--- config.mk ---
export PLATFORM = sky130hd
export DESIGN_NAME = transmitter_track_table_top
export DESIGN_NICKNAME = d
export VERILOG_FILES = /design/src/ttt_pkg.sv /design/src/transmitter_track_table_top.sv /design/src/ttt_ram.sv /design/src/ttt_ctrl.sv
export SDC_FILE = /design/constraint.sdc
export NUM_CORES = 2
export LEC_CHECK = 0
export BUFFER_PORTS_ARGS = -buffer_cell sky130_fd_sc_hd__buf_4
export CORE_MARGIN = 10
export CORE_UTILIZATION = 55
export DETAILED_ROUTE_END_ITERATION = 8
export PLACE_DENSITY_LB_ADDON = 0.05
export SLEW_MARGIN = 20
export SYNTH_ARGS = -nofsm -noshare
export SYNTH_HDL_FRONTEND = slang
export SYNTH_HIERARCHICAL = 1
export SYNTH_SLANG_ARGS = --single-unit
--- constraint.sdc ---
create_clock -name clk -period 28.1 [get_ports clk]
set_input_delay 2.81 -clock clk [delete_from_list [all_inputs] [get_ports clk]]
set_output_delay 2.81 -clock clk [all_outputs]
set_load 0.05 [all_outputs]
--- src/ttt_pkg.sv ---
// ttt_pkg: shared constants, types and state codes of the transmitter track table
// no dependencies; imported by ttt_ctrl, transmitter_track_table_top and tb
`timescale 1ns / 1ps
`default_nettype none

package ttt_pkg;

    localparam int ADDR_BYTES     = 6;
    localparam int SRC_ADDR_W     = ADDR_BYTES * 8;
    localparam int TIME_W         = 32;
    localparam int TYPE_W         = 4;
    localparam int NUM_TYPES      = 1 << TYPE_W;
    localparam int CNT_W          = 8;
    localparam int SIG_W          = 8;
    localparam int PKT_W          = 32;
    localparam int ROW_W          = NUM_TYPES * CNT_W;
    localparam int SLOT_OUT_W     = 4;
    localparam int DEF_NUM_SLOTS  = 16;

    // one slot entry as kept in the slot memory
    typedef struct packed {
        logic [SRC_ADDR_W-1:0] address;
        logic [TIME_W-1:0]     last_seen;
        logic [PKT_W-1:0]      packets;
        logic [SIG_W-1:0]      signal;
    } ttt_slot_t;

    localparam int SLOT_WORD_W = $bits(ttt_slot_t);

    // memory strobes, shared by both memories
    typedef struct packed {
        logic rd_en;
        logic wr_en;
    } ttt_mem_ctl_t;

    // one result beat
    typedef struct packed {
        logic [SLOT_OUT_W-1:0] slot_index;
        logic                  slot_replaced;
        logic                  is_duplicate;
        logic [PKT_W-1:0]      slot_packet_count;
        logic [PKT_W-1:0]      total_packet_count;
    } ttt_result_t;

    typedef enum logic [1:0] {
        ST_CLEAR,
        ST_IDLE,
        ST_SCAN,
        ST_UPDATE
    } ttt_state_t;

endpackage

`default_nettype wire

--- src/transmitter_track_table_top.sv ---
// transmitter_track_table_top: slot table of radio transmitters with duplicate filter
// depends on ttt_pkg, ttt_ctrl and ttt_ram
`timescale 1ns / 1ps
`default_nettype none

// usage
// - input channel: in_valid / in_ready with one message per beat (address, time,
//   type, counter, signal strength); output channel: out_valid / out_ready with
//   one result beat per message, in order
// - the slot table lives in two synchronous memories: slot entries (address,
//   last-seen time, packet count, signal) and one row of per-type counters per slot
// - a message is taken only when the block is idle; it then walks the slot
//   memory one slot per cycle until the address matches or the last slot is seen,
//   tracking the least recently seen slot on the way, then reads the chosen slot
//   and its counter row and writes both back in the update state
// - the scan ends at the matched slot, or covers all NUM_SLOTS slots on a miss; a new
//   message is taken only after the previous one has been written back
// - after reset a clearing pass zeroes both memories; in_ready stays low during it
// - a result waits in the output register while out_ready is low; the next
//   message is still taken and scanned, and only its write-back waits
module transmitter_track_table_top
    import ttt_pkg::*;
#(
    parameter int NUM_SLOTS = DEF_NUM_SLOTS
) (
    input  wire logic                  clk,
    input  wire logic                  rst_n,
    input  wire logic                  in_valid,
    output logic                       in_ready,
    input  wire logic [SRC_ADDR_W-1:0] src_address,
    input  wire logic [TIME_W-1:0]     now_seconds,
    input  wire logic [TYPE_W-1:0]     msg_type,
    input  wire logic [CNT_W-1:0]      msg_counter,
    input  wire logic signed [SIG_W-1:0] signal_strength,
    output logic                       out_valid,
    input  wire logic                  out_ready,
    output logic      [SLOT_OUT_W-1:0] slot_index,
    output logic                       slot_replaced,
    output logic                       is_duplicate,
    output logic      [PKT_W-1:0]      slot_packet_count,
    output logic      [PKT_W-1:0]      total_packet_count
);

    localparam int SLOT_W = (NUM_SLOTS > 1) ? $clog2(NUM_SLOTS) : 1;

    ttt_mem_ctl_t        mem_ctl;
    logic [SLOT_W-1:0]   mem_rd_addr;
    logic [SLOT_W-1:0]   mem_wr_addr;
    ttt_slot_t           slot_rd_data;
    ttt_slot_t           slot_wr_data;
    logic [ROW_W-1:0]    row_rd_data;
    logic [ROW_W-1:0]    row_wr_data;
    logic                out_free;
    logic                res_valid;
    ttt_result_t         result;

    logic                out_valid_reg, out_valid_next;
    ttt_result_t         out_data_reg;

    // output register is free when empty or being drained this cycle
    assign out_free = !out_valid_reg || out_ready;

    ttt_ctrl #(
        .NUM_SLOTS (NUM_SLOTS)
    ) u_ctrl (
        .clk          (clk),
        .rst_n        (rst_n),
        .in_valid     (in_valid),
        .in_ready     (in_ready),
        .src_address  (src_address),
        .now_seconds  (now_seconds),
        .msg_type     (msg_type),
        .msg_counter  (msg_counter),
        .signal_raw   (signal_strength),
        .mem_ctl      (mem_ctl),
        .mem_rd_addr  (mem_rd_addr),
        .mem_wr_addr  (mem_wr_addr),
        .slot_rd_data (slot_rd_data),
        .slot_wr_data (slot_wr_data),
        .row_rd_data  (row_rd_data),
        .row_wr_data  (row_wr_data),
        .out_free     (out_free),
        .res_valid    (res_valid),
        .result       (result)
    );

    // slot entries: address, last-seen time, packet count, signal
    ttt_ram #(
        .WIDTH (SLOT_WORD_W),
        .DEPTH (NUM_SLOTS)
    ) u_slot_ram (
        .clk     (clk),
        .wr_en   (mem_ctl.wr_en),
        .wr_addr (mem_wr_addr),
        .wr_data (slot_wr_data),
        .rd_en   (mem_ctl.rd_en),
        .rd_addr (mem_rd_addr),
        .rd_data (slot_rd_data)
    );

    // per-type message counters, one row per slot, kept when a slot is taken over
    ttt_ram #(
        .WIDTH (ROW_W),
        .DEPTH (NUM_SLOTS)
    ) u_row_ram (
        .clk     (clk),
        .wr_en   (mem_ctl.wr_en),
        .wr_addr (mem_wr_addr),
        .wr_data (row_wr_data),
        .rd_en   (mem_ctl.rd_en),
        .rd_addr (mem_rd_addr),
        .rd_data (row_rd_data)
    );

    // output beat register
    always_comb
    begin
        out_valid_next = out_valid_reg;
        if (res_valid)
        begin
            out_valid_next = 1'b1;
        end
        else if (out_ready)
        begin
            out_valid_next = 1'b0;
        end
    end

    always_ff @(posedge clk or negedge rst_n)
    begin
        if (!rst_n)
        begin
            out_valid_reg <= 1'b0;
        end
        else
        begin
            out_valid_reg <= out_valid_next;
        end
    end

    always_ff @(posedge clk)
    begin
        if (res_valid)
        begin
            out_data_reg <= result;
        end
    end

    assign out_valid          = out_valid_reg;
    assign slot_index         = out_data_reg.slot_index;
    assign slot_replaced      = out_data_reg.slot_replaced;
    assign is_duplicate       = out_data_reg.is_duplicate;
    assign slot_packet_count  = out_data_reg.slot_packet_count;
    assign total_packet_count = out_data_reg.total_packet_count;

endmodule

`default_nettype wire

--- src/ttt_ram.sv ---
// ttt_ram: generic single-write, single-read memory with registered read data
// no dependencies
`timescale 1ns / 1ps
`default_nettype none

module ttt_ram #(
    parameter int WIDTH = 8,
    parameter int DEPTH = 16,
    localparam int ADDR_W = (DEPTH > 1) ? $clog2(DEPTH) : 1
) (
    input  wire logic              clk,
    input  wire logic              wr_en,
    input  wire logic [ADDR_W-1:0] wr_addr,
    input  wire logic [WIDTH-1:0]  wr_data,
    input  wire logic              rd_en,
    input  wire logic [ADDR_W-1:0] rd_addr,
    output logic      [WIDTH-1:0]  rd_data
);

    logic [WIDTH-1:0] mem_reg [DEPTH];
    logic [WIDTH-1:0] rd_data_reg;

    always_ff @(posedge clk)
    begin
        if (wr_en)
        begin
            mem_reg[wr_addr] <= wr_data;
        end
        if (rd_en)
        begin
            rd_data_reg <= mem_reg[rd_addr];
        end
    end

    assign rd_data = rd_data_reg;

endmodule

`default_nettype wire

--- src/ttt_ctrl.sv ---
// ttt_ctrl: clearing pass, slot scan and read-modify-write of one slot
// depends on ttt_pkg; drives the slot memory and the type counter memory
`timescale 1ns / 1ps
`default_nettype none

module ttt_ctrl
    import ttt_pkg::*;
#(
    parameter int NUM_SLOTS = DEF_NUM_SLOTS,
    localparam int SLOT_W = (NUM_SLOTS > 1) ? $clog2(NUM_SLOTS) : 1
) (
    input  wire logic                  clk,
    input  wire logic                  rst_n,
    input  wire logic                  in_valid,
    output logic                       in_ready,
    input  wire logic [SRC_ADDR_W-1:0] src_address,
    input  wire logic [TIME_W-1:0]     now_seconds,
    input  wire logic [TYPE_W-1:0]     msg_type,
    input  wire logic [CNT_W-1:0]      msg_counter,
    input  wire logic [SIG_W-1:0]      signal_raw,
    output ttt_mem_ctl_t               mem_ctl,
    output logic      [SLOT_W-1:0]     mem_rd_addr,
    output logic      [SLOT_W-1:0]     mem_wr_addr,
    input  wire ttt_slot_t             slot_rd_data,
    output ttt_slot_t                  slot_wr_data,
    input  wire logic [ROW_W-1:0]      row_rd_data,
    output logic      [ROW_W-1:0]      row_wr_data,
    input  wire logic                  out_free,
    output logic                       res_valid,
    output ttt_result_t                result
);

    localparam logic [SLOT_W-1:0] LAST_IDX = SLOT_W'(NUM_SLOTS - 1);

    ttt_state_t             state_reg,       state_next;
    logic [SLOT_W-1:0]      idx_reg,         idx_next;
    logic [SLOT_W-1:0]      oldest_reg,      oldest_next;
    logic [TIME_W-1:0]      oldest_time_reg, oldest_time_next;
    logic [SLOT_W-1:0]      slot_reg,        slot_next;
    logic                   hit_reg,         hit_next;
    logic [PKT_W-1:0]       total_reg,       total_next;

    logic [SRC_ADDR_W-1:0]  addr_reg;
    logic [TIME_W-1:0]      now_reg;
    logic [TYPE_W-1:0]      type_reg;
    logic [CNT_W-1:0]       cnt_reg;
    logic [SIG_W-1:0]       sig_reg;

    logic                   accept;
    logic                   match;
    logic                   older;
    logic                   last;
    logic [SLOT_W-1:0]      miss_slot;
    logic [CNT_W-1:0]       old_cnt;
    logic                   dup;
    ttt_slot_t              upd_slot;
    logic [ROW_W-1:0]       upd_row;
    logic [PKT_W-1:0]       total_upd;
    logic [SLOT_W+SLOT_OUT_W-1:0] slot_ext;

    assign accept    = in_valid && in_ready;
    assign match     = (slot_rd_data.address == addr_reg);
    assign older     = (slot_rd_data.last_seen < oldest_time_reg);
    assign last      = (idx_reg == LAST_IDX);
    assign miss_slot = older ? idx_reg : oldest_reg;
    assign old_cnt   = row_rd_data[type_reg*CNT_W +: CNT_W];
    assign dup       = (old_cnt == cnt_reg);
    assign total_upd = dup ? total_reg : total_reg + PKT_W'(1);
    assign slot_ext  = {{SLOT_OUT_W{1'b0}}, slot_reg};

    // new slot entry and counter row
    always_comb
    begin
        upd_slot           = slot_rd_data;
        upd_row            = row_rd_data;
        upd_slot.last_seen = now_reg;
        if (!hit_reg)
        begin
            upd_slot.address = addr_reg;
            upd_slot.packets = '0;
        end
        if (!dup)
        begin
            upd_slot.packets = upd_slot.packets + PKT_W'(1);
            upd_slot.signal  = sig_reg;
            upd_row[type_reg*CNT_W +: CNT_W] = cnt_reg;
        end
    end

    always_comb
    begin
        state_next       = state_reg;
        idx_next         = idx_reg;
        oldest_next      = oldest_reg;
        oldest_time_next = oldest_time_reg;
        slot_next        = slot_reg;
        hit_next         = hit_reg;
        total_next       = total_reg;
        in_ready         = 1'b0;
        mem_ctl          = '0;
        mem_rd_addr      = idx_reg;
        mem_wr_addr      = idx_reg;
        slot_wr_data     = '0;
        row_wr_data      = '0;
        res_valid        = 1'b0;
        result           = '0;

        unique case (state_reg)
            ST_CLEAR:
            begin
                mem_ctl.wr_en = 1'b1;
                if (last)
                begin
                    idx_next   = '0;
                    state_next = ST_IDLE;
                end
                else
                begin
                    idx_next = idx_reg + SLOT_W'(1);
                end
            end
            ST_IDLE:
            begin
                in_ready = 1'b1;
                if (in_valid)
                begin
                    idx_next         = '0;
                    oldest_next      = '0;
                    oldest_time_next = now_seconds;
                    mem_ctl.rd_en    = 1'b1;
                    mem_rd_addr      = '0;
                    state_next       = ST_SCAN;
                end
            end
            ST_SCAN:
            begin
                mem_ctl.rd_en = 1'b1;
                if (match)
                begin
                    slot_next   = idx_reg;
                    hit_next    = 1'b1;
                    mem_rd_addr = idx_reg;
                    state_next  = ST_UPDATE;
                end
                else if (last)
                begin
                    slot_next   = miss_slot;
                    hit_next    = 1'b0;
                    mem_rd_addr = miss_slot;
                    state_next  = ST_UPDATE;
                end
                else
                begin
                    if (older)
                    begin
                        oldest_next      = idx_reg;
                        oldest_time_next = slot_rd_data.last_seen;
                    end
                    idx_next    = idx_reg + SLOT_W'(1);
                    mem_rd_addr = idx_reg + SLOT_W'(1);
                end
            end
            ST_UPDATE:
            begin
                // read data holds while the output register is full
                if (out_free)
                begin
                    mem_ctl.wr_en             = 1'b1;
                    mem_wr_addr               = slot_reg;
                    slot_wr_data              = upd_slot;
                    row_wr_data               = upd_row;
                    total_next                = total_upd;
                    res_valid                 = 1'b1;
                    result.slot_index         = slot_ext[SLOT_OUT_W-1:0];
                    result.slot_replaced      = !hit_reg;
                    result.is_duplicate       = dup;
                    result.slot_packet_count  = upd_slot.packets;
                    result.total_packet_count = total_upd;
                    state_next                = ST_IDLE;
                end
            end
            default:
            begin
                state_next = ST_IDLE;
            end
        endcase
    end

    always_ff @(posedge clk or negedge rst_n)
    begin
        if (!rst_n)
        begin
            state_reg       <= ST_CLEAR;
            idx_reg         <= '0;
            oldest_reg      <= '0;
            oldest_time_reg <= '0;
            slot_reg        <= '0;
            hit_reg         <= 1'b0;
            total_reg       <= '0;
        end
        else
        begin
            state_reg       <= state_next;
            idx_reg         <= idx_next;
            oldest_reg      <= oldest_next;
            oldest_time_reg <= oldest_time_next;
            slot_reg        <= slot_next;
            hit_reg         <= hit_next;
            total_reg       <= total_next;
        end
    end

    // captured message fields
    always_ff @(posedge clk)
    begin
        if (accept)
        begin
            addr_reg <= src_address;
            now_reg  <= now_seconds;
            type_reg <= msg_type;
            cnt_reg  <= msg_counter;
            sig_reg  <= signal_raw;
        end
    end

endmodule

`default_nettype wire

# [Yosys cells after proc, flatten, opt, wreduce, memory -nomap -nowiden]
# Memory sizes are Yosys's and may differ from the RTL's. A register that Yosys moved wholly into a read port is not among the register bits.
# Index checks and enable logic that the tools add are counted.
[totals] reg_bits=250 ram_bits=3968 inputBits=104 output_inout_bits=72 wordCells=106 mem_count=2
[op_classes] n_addsub=4 n_lt_le_gt_ge=1 eq_ne=13 n_shift=3 mux=50 n_reduce_logical=15
[memory_table] name="u_row_ram.mem_reg" words=16 word_bits=128 read_ports=1 rd_ports_with_merged_regs=1 write_ports=1 line_no="ttt_ram.sv:20" source="logic [WIDTH-1:0] mem_reg [DEPTH];"
[memory_table] name="u_slot_ram.mem_reg" words=16 word_bits=120 read_ports=1 rd_ports_with_merged_regs=1 write_ports=1 line_no="ttt_ram.sv:20"
[ops] op="$mux W128" n=3
[ops] op="$mux W120" n=2
[ops] op="$mux W32" n=6
[ops] op="$bwmux W128" n=1
[ops] op="$shift A8 B34 Y128 const A" n=1
[ops] op="$shiftx A128 B8 Y8" n=1
[ops] op="$shiftx A8 B34 Y128" n=1
[ops] op="$add A32 B1 Y32 const B" n=2
[ops] op="$pmux W32 S2" n=1
[ops] op="$mux W4" n=14
[ops] op="$eq A48 B48 Y1" n=1
[ops] op="$mux W48" n=1
[ops] op="$mux W40" n=1
[ops] op="$neg A7 Y34" n=1
[ops] op="$lt A32 B32 Y1" n=1
[ops] op="$pmux W4 S2" n=2
[ops] op="$pmux W4 S3" n=1
[ops] op="$mux W1" n=10
[ops] op="$mux W2" n=5
[ops] op="$eq A8 B8 Y1" n=1
[ops] op="$ne A2 B2 Y1 const B" n=4
[ops] op="$pmux W2 S4" n=1
[ops] op="$reduce_and A4 Y1" n=2
[ops] op="$reduce_bool A2 Y1" n=3
[ops] op="15 further kinds" n=20

# [Depth between registers and ports, before layout]
[logic_depth] ltp_word=6 ltp_mapped=19 mapped_depth_nobuf=14

# [Hierarchy]
# The synthesis kept the hierarchy.
[modules_own_cells] module="ttt_ram (u_row_ram)" instances=1 cells_per_inst=3365 area_per_inst_um2=80612.3 seq_area_each_um2=65342.7
[modules_own_cells] module="ttt_ram (u_slot_ram)" instances=1 cells_per_inst=3066 area_per_inst_um2=75183.4 seq_area_each_um2=61258.8
[modules_own_cells] module="ttt_ctrl" instances=1 cells_per_inst=1725 area_per_inst_um2=15398.5 seq_area_each_um2=4979.8
[modules_own_cells] module="transmitter_track_table_top" instances=1 cells_per_inst=73 area_per_inst_um2=2149.6 seq_area_each_um2=2127.0

# [Worst setup path after synthesis]
# OpenSTA, ideal clock, no wires.
[synth_timing] kind="input-to-reg" from="input out_ready" to="memory u_row_ram/mem_reg[0][0] in the netlist's numbering, enable pin" setup_ns=0.772 t_arrival_ns=15.365 required_ns=27.328 slack_ns=11.963 cell_stages=10 n_path_buf=3 path_cell_list="nand2b_4 > nand2_1 > inv_1 > clkbuf_1 > clkbuf_1 > clkbuf_1 > nor2_1 > nor2_1 > or3b_2 > nor3_1"
[synth_rtl] element="from (decl)" line_no="transmitter_track_table_top.sv:36" source="input wire logic out_ready,"
[synth_rtl] element="to (decl)" line_no="ttt_ram.sv:20"

==> flow_metrics.py <==
metrics = {
    "clocking": {
        "htree_num_levels": 5,
        "post_cts_setup_bufs": 0,
        "cts_hold_repair.buffers": 0,
        "cts-resized-gates": 0,
        "clock_insertion_delay_worst_skew_ns": 0.96,
        "cts_tree": "built",
        "cts_root_buffer": "sky130_fd_sc_hd__clkbuf_16",
        "clk_transition_reported_paths_ns": 0.06,
        "cts_made_buffers": 434,
        "clock_path_buffers": 4,
        "clkSinkCount": 4322,
    },
    "detailed_routing": {
        "initialDrtViolationCount": 9021,
        "detailed_route_drc_error_count": 0,
        "drtPass1Iterations": 8,
        "detailroute.via_count": 83177,
        "totalWireLength_um": 430000,
        "antenna_violating_nets_post_route": 0,
        "drt-vias-per-instance": 6.52,
        "routedWlPerCell_um": 33.7,
    },
    "floorplan": {
        "coreArea_um2": 304000,
        "die-width_um": 573,
        "start_util_pct": 55.4,
        "floorplan.die.height_um": 573,
        "core.rowCount": 202,
        "die-area_um2": 328000,
        "top_level_i_o_count": 176,
    },
    "pwr": {
        "power_switching_share_pct": 31.5,
        "pwr-share-comb_pct": 32.4,
        "clockPowerShare_pct": 26.5,
        "cellLeakagePower_nw": 60.7,
        "pwr_density_cell_nw_per_um2": 113,
        "seq_power_share_pct": 41.1,
        "vdd.ir_drop.worst_v": 0.000143,
        "total_switching_power_mw": 6.72,
        "p_int_mw": 14.6,
    },
    "global_route": {
        "antenna_found_initial": 9,
        "grt_overflow_total": 0,
        "grt_start_max_net_pins": 133,
        "grt_use_met1_pct": 35.8,
        "grt.met2_usage_pct": 43.1,
        "wire_length_of_the_first_global_routing_pass_um": 619000,
        "gr-usage-met3_pct": 3.31,
        "grtUsageTotal_pct": 25.7,
        "grt.busiest_layer": "met2",
        "via_count_of_the_first_global_routing_pass": 85667,
    },
    "timing": {
        "final_max_slew_viol_count": 0,
        "post-route-period-util_pct": 29.2,
        "setup-tns-final_ns": 0,
        "clock-skew-final_ns": 0.0386,
        "setup_repair_after_global_routing_missed_its_margin": "no",
        "slew_headroom_pct": 20.0,
        "period_needed_ns": 8.20,
        "achievable-frequency_mhz": 122,
        "finalSetupViolCount": 0,
        "tightest_slew_ns": 1.19,
        "finalHoldViolCount": 0,
    },
    "hold_path": {
        "min_to": "u_ctrl/slot_reg[2]$_DFFE_PN0P_",
        "min_from": "u_ctrl/slot_reg[2]$_DFFE_PN0P_",
        "hold_path.class": "register to register",
        "worstHoldPathCells": 2,
    },
    "placed_design": {
        "numPortBuffers": 167,
        "place.detailed.hpwl_um": 215000,
        "gp_routability_congestion": 0.788,
    },
    "flow_run": {
        "max_cap_viol_count": 0,
    },
    "worst_setup_path": {
        "worst_r2r_path_depth": 16,
        "crit_fanout": 40,
        "critPathRequiredTime_ns": 28.65,
        "setup.worst_path.start_class": "input port",
        "setup.worst_path.class": "input port to register",
        "r2r_end": "u_slot_ram/rd_data[103]$_DFFE_PP_",
        "r2r-start": "u_slot_ram/rd_data[78]$_DFFE_PP_",
        "critical_path.startpoint": "out_ready",
        "worst_setup_path_end_kind": "register",
        "critPathArrivalTime_ns": 8.76,
        "rrSetupSlack_ns": 20.22,
    },
    "synthesis": {
        "synth.net_count": 8162,
        "syn-instance-count": 8013,
        "synthesis.area_um2": 168000,
        "syn-mean-instance-area_um2": 21.0,
        "yosys_warnings": 6,
    },
    "final_layout": {
        "largest_register_ffs": 2048,
        "final_util_pct": 62.1,
        "ratio_of_cells_with_drive_above_1_in_the_final_layout_pct": 24.8,
        "final.fill_count": 21039,
        "layout.nets": 8472,
        "area_growth_synth_to_finish_pct": 12.2,
    },
    "status": {
        "outcome": "completed",
    },
}
[layer usage]
layer	vias to the layer above	share of wire (%)
li1	34017	-
met1	44981	40
met2	3480	50
met3	693	7.0
met4	6	3.4
met5	-	0.012
[power by group through the flow]
stage          clock network, mW  registers (mW)  logic (mW)
4_1_cts                     5.75            8.79        6.97
6_report                    5.66            8.78        6.91
2_1_floorplan                  0            8.96        5.02
5_1_grt                     6.01            8.82        7.44
3_5_place_dp                   0            8.91        6.95
3_3_place_gp                   0            8.89        6.87
[layout make-up]
type / count / area, µm² / share of cell area [%]
tap: 4080 / 5100 / 2.71
clock buffer: 539 / 11400 / 6.05
sequential: 4322 / 129000 / 68.6
clock inverter: 247 / 2380 / 1.26
multi-input combinational: 3135 / 36900 / 19.6
timing repair buffer: 377 / 3180 / 1.68
inverter: 53 / 206 / 0.109
antenna: 3 / 7.51 / 0.00398
[how the worst max path moves through the flow]
stage / end / slack, ns / cells after the start
after floorplan: u_row_ram/mem_reg[0][0]$_DFFE_PP_ / 11.96 / 10
after global placement: u_row_ram/mem_reg[3][77]$_DFFE_PP_ / 19.02 / 12
after detailed placement: u_row_ram/mem_reg[3][69]$_DFFE_PP_ / 18.95 / 12
after CTS: u_slot_ram/rd_data[103]$_DFFE_PP_ / 19.73 / 16
after global routing: u_slot_ram/rd_data[103]$_DFFE_PP_ / 19.48 / 16
final: u_row_ram/mem_reg[14][15]$_DFFE_PP_ / 19.90 / 12
[metrics by stage]
step	std cells	instance area [µm²]	hold slack, ns	worst slack (ns)	power (mW)
2_1_floorplan	8013	168000	0.442	11.96	14.0
3_3_place_gp	11962	174000	0.458	19.02	15.8
3_5_place_dp	11965	174000	0.472	18.95	15.9
4_1_cts	12751	188000	0.485	19.73	21.5
5_1_grt	12755	189000	0.517	19.48	22.3
6_report	12756	189000	0.481	19.90	21.4
[cell usage in the layout (no fill, tap or decap), types with 11 or more instances in the layout]
| cell type | n |
|---|---|
| sky130_fd_sc_hd__o211ai_1 | 39 |
| sky130_fd_sc_hd__mux2i_2 | 111 |
| sky130_fd_sc_hd__a2bb2oi_1 | 31 |
| sky130_fd_sc_hd__edfxtp_1 | 4242 |
| sky130_fd_sc_hd__o31ai_1 | 39 |
| sky130_fd_sc_hd__xor2_1 | 79 |
| sky130_fd_sc_hd__clkinv_1 | 90 |
| sky130_fd_sc_hd__a211oi_1 | 22 |
| sky130_fd_sc_hd__nand2b_1 | 40 |
| sky130_fd_sc_hd__inv_1 | 50 |
| sky130_fd_sc_hd__a21oi_1 | 61 |
| sky130_fd_sc_hd__nand3_1 | 48 |
| sky130_fd_sc_hd__xnor2_1 | 15 |
| sky130_fd_sc_hd__or3_1 | 11 |
| sky130_fd_sc_hd__clkbuf_16 | 441 |
| sky130_fd_sc_hd__o22ai_1 | 50 |
| sky130_fd_sc_hd__ha_1 | 43 |
| sky130_fd_sc_hd__or4_1 | 40 |
| sky130_fd_sc_hd__a21o_1 | 13 |
| sky130_fd_sc_hd__nand2_1 | 503 |
| sky130_fd_sc_hd__o21ai_0 | 21 |
| sky130_fd_sc_hd__clkinv_2 | 89 |
| sky130_fd_sc_hd__mux4_2 | 955 |
| sky130_fd_sc_hd__nor2b_1 | 20 |
| sky130_fd_sc_hd__clkbuf_1 | 97 |
| sky130_fd_sc_hd__nor2_4 | 28 |
| sky130_fd_sc_hd__mux2i_1 | 172 |
| sky130_fd_sc_hd__bufinv_16 | 45 |
| sky130_fd_sc_hd__buf_4 | 350 |
| sky130_fd_sc_hd__a22oi_1 | 443 |
| sky130_fd_sc_hd__nor2_1 | 89 |
| sky130_fd_sc_hd__and3_1 | 51 |
| sky130_fd_sc_hd__nor3_1 | 36 |
| sky130_fd_sc_hd__buf_12 | 24 |
| sky130_fd_sc_hd__nor4_1 | 15 |
| sky130_fd_sc_hd__dfrtp_1 | 79 |
| sky130_fd_sc_hd__nand4_1 | 32 |
| sky130_fd_sc_hd__a21oi_2 | 14 |
| sky130_fd_sc_hd__and2_1 | 12 |
[worst max-delay path: stages]
cell and delay [ns]:
sky130_fd_sc_hd__buf_4 0.08, sky130_fd_sc_hd__nand2b_4 0.10, sky130_fd_sc_hd__buf_4 0.55, sky130_fd_sc_hd__nand2_4 0.34
sky130_fd_sc_hd__inv_8 0.33, sky130_fd_sc_hd__nor2_1 0.09, sky130_fd_sc_hd__nor2_1 0.50, sky130_fd_sc_hd__nand3_1 0.44
sky130_fd_sc_hd__nor2_4 0.96, sky130_fd_sc_hd__buf_4 0.75, sky130_fd_sc_hd__buf_4 0.83, sky130_fd_sc_hd__buf_4 0.79
Note: power is estimated with default switching activity, not from simulation.
